`config.mk`:
```
export PLATFORM = sky130hd
export DESIGN_NAME = ume_ram
export DESIGN_NICKNAME = d
export VERILOG_FILES = /design/src/rtl/core/ume_ram.sv
export SDC_FILE = /design/constraint.sdc
export NUM_CORES = 2
export LEC_CHECK = 0
export BUFFER_PORTS_ARGS = -buffer_cell sky130_fd_sc_hd__buf_2
export CORE_MARGIN = 2
export CORE_UTILIZATION = 36
export CTS_CLUSTER_SIZE = 16
export DETAILED_ROUTE_END_ITERATION = 10
export REMOVE_ABC_BUFFERS = 1
export SLEW_MARGIN = 40
export SYNTH_ARGS = -nofsm -noshare
export SYNTH_HDL_FRONTEND = slang
export SYNTH_SLANG_ARGS = --single-unit
```
`constraint.sdc`:
```
create_clock -name clk_i -period 4.8 [get_ports clk_i]
set_input_delay 0 -clock clk_i [delete_from_list [all_inputs] [get_ports clk_i]]
set_output_delay 0 -clock clk_i [all_outputs]
set_load 0.02 [all_outputs]
```
`src/rtl/core/ume_ram.sv`:
```
// generic single-port ram with registered read
module ume_ram #(
  parameter int unsigned WIDTH = 16,
  parameter int unsigned DEPTH = 256
) (
  input  logic                     clk_i,
  input  logic                     we_i,
  input  logic                     re_i,
  input  logic [$clog2(DEPTH)-1:0] addr_i,
  input  logic [WIDTH-1:0]         wdata_i,
  output logic [WIDTH-1:0]         rdata_o
);

  logic [WIDTH-1:0] mem_q [DEPTH];
  logic [WIDTH-1:0] rdata_q;

  // write and registered read
  always_ff @(posedge clk_i) begin
    if (we_i) begin
      mem_q[addr_i] <= wdata_i;
    end
    if (re_i) begin
      rdata_q <= mem_q[addr_i];
    end
  end

  assign rdata_o = rdata_q;

endmodule
```
* Word-level counts from Yosys, hierarchy flattened
Memory sizes are Yosys's and may differ from the RTL's. A register that Yosys moved wholly into a read port is not among the register bits.
Index checks and enable logic that the tools add are counted.
** Operators by class
- Multiplexer cells :: 2
** Operators with widths (count)
- two-way mux 1 bit :: 2
** Storage, ports and cells
- Bits in registers :: 0
- RAM bits :: 4096
- Logic and storage cells :: 3
- Memories :: 1
** Memory list
- mem_q :: depth 256, width 16, read ports 1, clocked after Yosys merged registers in 1, write ports 1, line 14 : logic [WIDTH-1:0] mem_q [DEPTH];

* Depth between registers and ports, before layout
- Depth after elaboration :: 2
- Mapped depth :: 10
- Mapped depth without buffers :: 5

* Worst setup path before layout
Ideal clock, no wire load.
- Path kind :: input to register
- Start :: in addr_i[0]
- End :: mem mem_q[145][0] (enable)
- Setup time :: 0.409 ns
- Arrival :: 2.289 ns
- Data required time :: 4.391 ns
- Slack :: 2.102 ns
- Cell stages on the path :: 7
- Path through :: clkbuf_1 buf_6 clkbuf_1 buf_2 nand2b_1 clkbuf_1 nor3_1
** RTL lines
- from (decl) :: line 9 : input logic [$clog2(DEPTH)-1:0] addr_i,
- to (decl) :: line 14
Straight into the memory's write port.

==> results by group <==
Power
  • Pwr Density: 413 nW/um^2
  • Register share of total power: 53.1%
  • Int Pwr: slightly below 60 mW
  • Maximum vdd drop: 0.291 mV
  • Clock group share of total power: 42.0%
  • Combinational share of power: 4.8%
  • Pleak: 55.3 nW
  • Switching pwr: 16.0 mW
  • Switching part of the total: 21.5%

Logic synthesis
  • Register area share after synthesis: between 70% and 80%
  • Share of the synthesized area in the top cell type: 79.4%
  • Synthesized instance count: 6727
  • Synth warn: 0
  • Largest area contributor in the netlist: edfxtp_1
  • Avg Cell Area, Syn: between 20 and 25 sq um
  • Synth cell types: 21
  • Synthesized flop and latch total: 4112
  • Synth area leaders: edfxtp_1 79%, mux4_2 15%, a22oi_1 2.5%
  • Synthesized area: 156000 sq um

Die
  • Die ar.: 437000 sq um
  • Rows: about 240
  • Initial Util: 36.1%
  • Die Ht: 661 um
  • Io pins: 43
  • Die width: 661 um
  • Core area: between 400000 and 500000 sq um

Timing
  • Final setup viols: 0
  • Final hold vios: 0
  • Period Utilization, post-route: 66.8%
  • Setup Skew: 0.0462 ns
  • Fin worst setup slack: 1.59 ns
  • Final Max Slew Viols: 0
  • Max Fclk: 0.312 GHz
  • Min Tclk post-route: 3.21 ns
  • Setup TNS: 0 ns
  • Worst slew margin: 37.5%
  • RSZ-0062 raised after global routing: false
  • Least-Margin Pin Slew: 0.927 ns

Place
  • DPL Wire Length: 248000 um
  • Port buffer count: 42
  • Final Wtd Congestion: 0.811
  • Post-place setup slack: 0.802 ns
  • Post-placement cell count: 12600

CTS
  • Clock root buffer: clkbuf_16
  • CTS buffer count: 415
  • Longest Clk Path Bufs: 4
  • Insertion delay to the later sink of the worst-skew pair: 0.96 ns
  • Setup bufs post-CTS: 0
  • H-tree depth: 5
  • Sink Count: approximately 4100
  • CTS tree: yes
  • Clock transition at path regs: 0.06 ns

Worst setup path
  • CP Capture Type: register
  • Startpoint types: register
  • Setup CP Type: reg2reg
  • Worst Path Required: 5.46 ns
  • Critical Path Fanout Max: 1
  • CP arrival: 3.87 ns

Finish
  • Layout cells sized above 1: 30.3%
  • Area delta synth->final: 16.1%
  • Post-route insts no fill: 13400
  • Final-stage net count: 7366

GRT
  • Largest net degree at the start of global routing: about 170
  • First-pass GRT wire length: 591000 um
  • Number of antenna violations at the first check in global routing: 22
  • GRT Total Usage: 18.9%
  • GRT Residual Overflow: 0
  • Vias in the first global route: between 70000 and 80000

Status
  • Status: complete, no violations

Detailed routing
  • Antenna viol nets, final: 0
  • TritonRoute pass-1 iters: 6
  • Vias per cell: 5.70
  • Routed len/inst: 31.4 um
  • DRC violations left: 0
  • DR vias: 76400
  • Starting DRT DRC Count: 10500
  • Total Wirelength: 420000 um

Hold path
  • Worst hold path type: in2reg

Run
  • Max Cap Violations: 0
[cells in the mapped netlist]
cell	number
a21oi_1	256
and2_1	3
clkbuf_1	249
edfxtp_1	4112
nor3_1	30
nand4_1	16
or3_1	1
nand2_1	28
mux4_2	1024
or2_2	2
inv_1	1
nand2b_1	6
nor2b_1	7
buf_2	76
nor2_1	232
buf_4	16
buf_1	54
nand3_1	13
buf_6	25
a22oi_1	512
o41ai_1	64
[placed cells by master (no fill, tap or decap), types with 7 or more instances in the layout]
cell type	Yosys	layout
clkbuf_1	249	90
diode_2	0	12
nor3_2	0	30
clkinv_1	0	97
o41ai_2	0	36
a21oi_1	256	248
nand2_1	28	21
nand3_2	0	10
nor2_2	0	27
buf_2	76	24
inv_16	0	8
clkinvlp_4	0	11
edfxtp_1	4112	4112
a22oi_1	512	512
dlygate4sd3_1	0	24
buf_16	0	19
buf_12	0	71
inv_6	0	7
mux4_2	1024	1024
buf_4	16	455
clkbuf_16	0	422
o41ai_1	64	25
buf_8	0	17
nand4_1	16	16
nor2_4	0	7
bufinv_16	0	30
a21oi_2	0	8
clkinv_2	0	81
nor2_1	232	198
[worst max-delay path, cell delays in order, from the launching register on]
cell and delay [ns]:
edfxtp_1 0.37, mux4_2 0.45, a22oi_1 0.69, a21oi_1 0.36, o41ai_4 0.88, nand4_1 0.16
[cells by family (layout without fill, tap and decap cells)]
group           after synthesis  in the layout  share of synthesized area (%)
mux                        1024           1024                           14.8
simple gates                338            338                          0.906
buf+inv                     421           1374                           1.24
other cells                   0             12                              0
compound gates              832            832                           3.65
flops                      4112           4112                           79.4
[final timing paths]
check | from | endpoint | slack (ns) | cells past startpoint
worst max register to register | mem_q[124][15]$_DFFE_PP_ | rdata_o[15]$_DFFE_PP_ | 1.59 | 5
worst min register to register | mem_q[130][11]$_DFFE_PP_ | rdata_o[11]$_DFFE_PP_ | 1.06 | 5
worst min-delay path | wdata_i[5] | mem_q[40][5]$_DFFE_PP_ | 0.02 | 2
worst max-delay path | mem_q[124][15]$_DFFE_PP_ | rdata_o[15]$_DFFE_PP_ | 1.59 | 5
[what timing repair did]
item | in CTS | in global routing
hold buffers | 23 | 1
gates resized for setup | 0 | 0
endpoints found under the hold margin | 2942 | 9
[power by group through the flow]
stage                     combinational (mW)  sequential [mW]  clock, mW
final                                   3.60             39.6       31.4
after global routing                    3.78             39.6       33.2
after CTS                               3.61             39.7       31.8
after detailed placement                3.59             40.4          0
after global placement                  3.48             40.4          0
after floorplan                         1.37             40.4          0
[flip-flops by register name, indices dropped and copies added (netlist names)]
| name | cells |
|---|---|
| rdata_o | 16 |
| mem_q | 4096 |
[per-stage QoR]
stage          utilization [%]  area [sq um]  hold slack, ns  power [mW]
4_1_cts                   41.9        180000         0.00117        75.1
3_5_place_dp              38.8        167000           0.371        44.0
3_3_place_gp              38.6        166000           0.348        43.9
6_report                  42.0        181000          0.0190        74.6
2_1_floorplan                -        154000          0.0989        41.8
5_1_grt                   41.9        181000          0.0141        76.6
[per-layer routing]
layer	routed length (um)	vias up	track usage [%]	part of all wire, %
met5	85	-	0	0.020
li1	-	30300	-	-
met3	37900	638	3.20	9.0
met1	169000	41500	26.7	40
met4	12600	12	5.38	3.0
met2	201000	3923	30.3	48
[final cells by class]
class | instances | area, sq um
diodes | 12 | 30.0
clock buffers | 512 | 10900
clock inverters | 246 | 2170
fillers | 36800 | 250000
inverters | 1 | 3.75
multi-input cells | 2194 | 30900
flip-flops and latches | 4112 | 123000
well taps | 5710 | 7140
repair buffers | 615 | 6030
(Power assumes the default switching activity.)
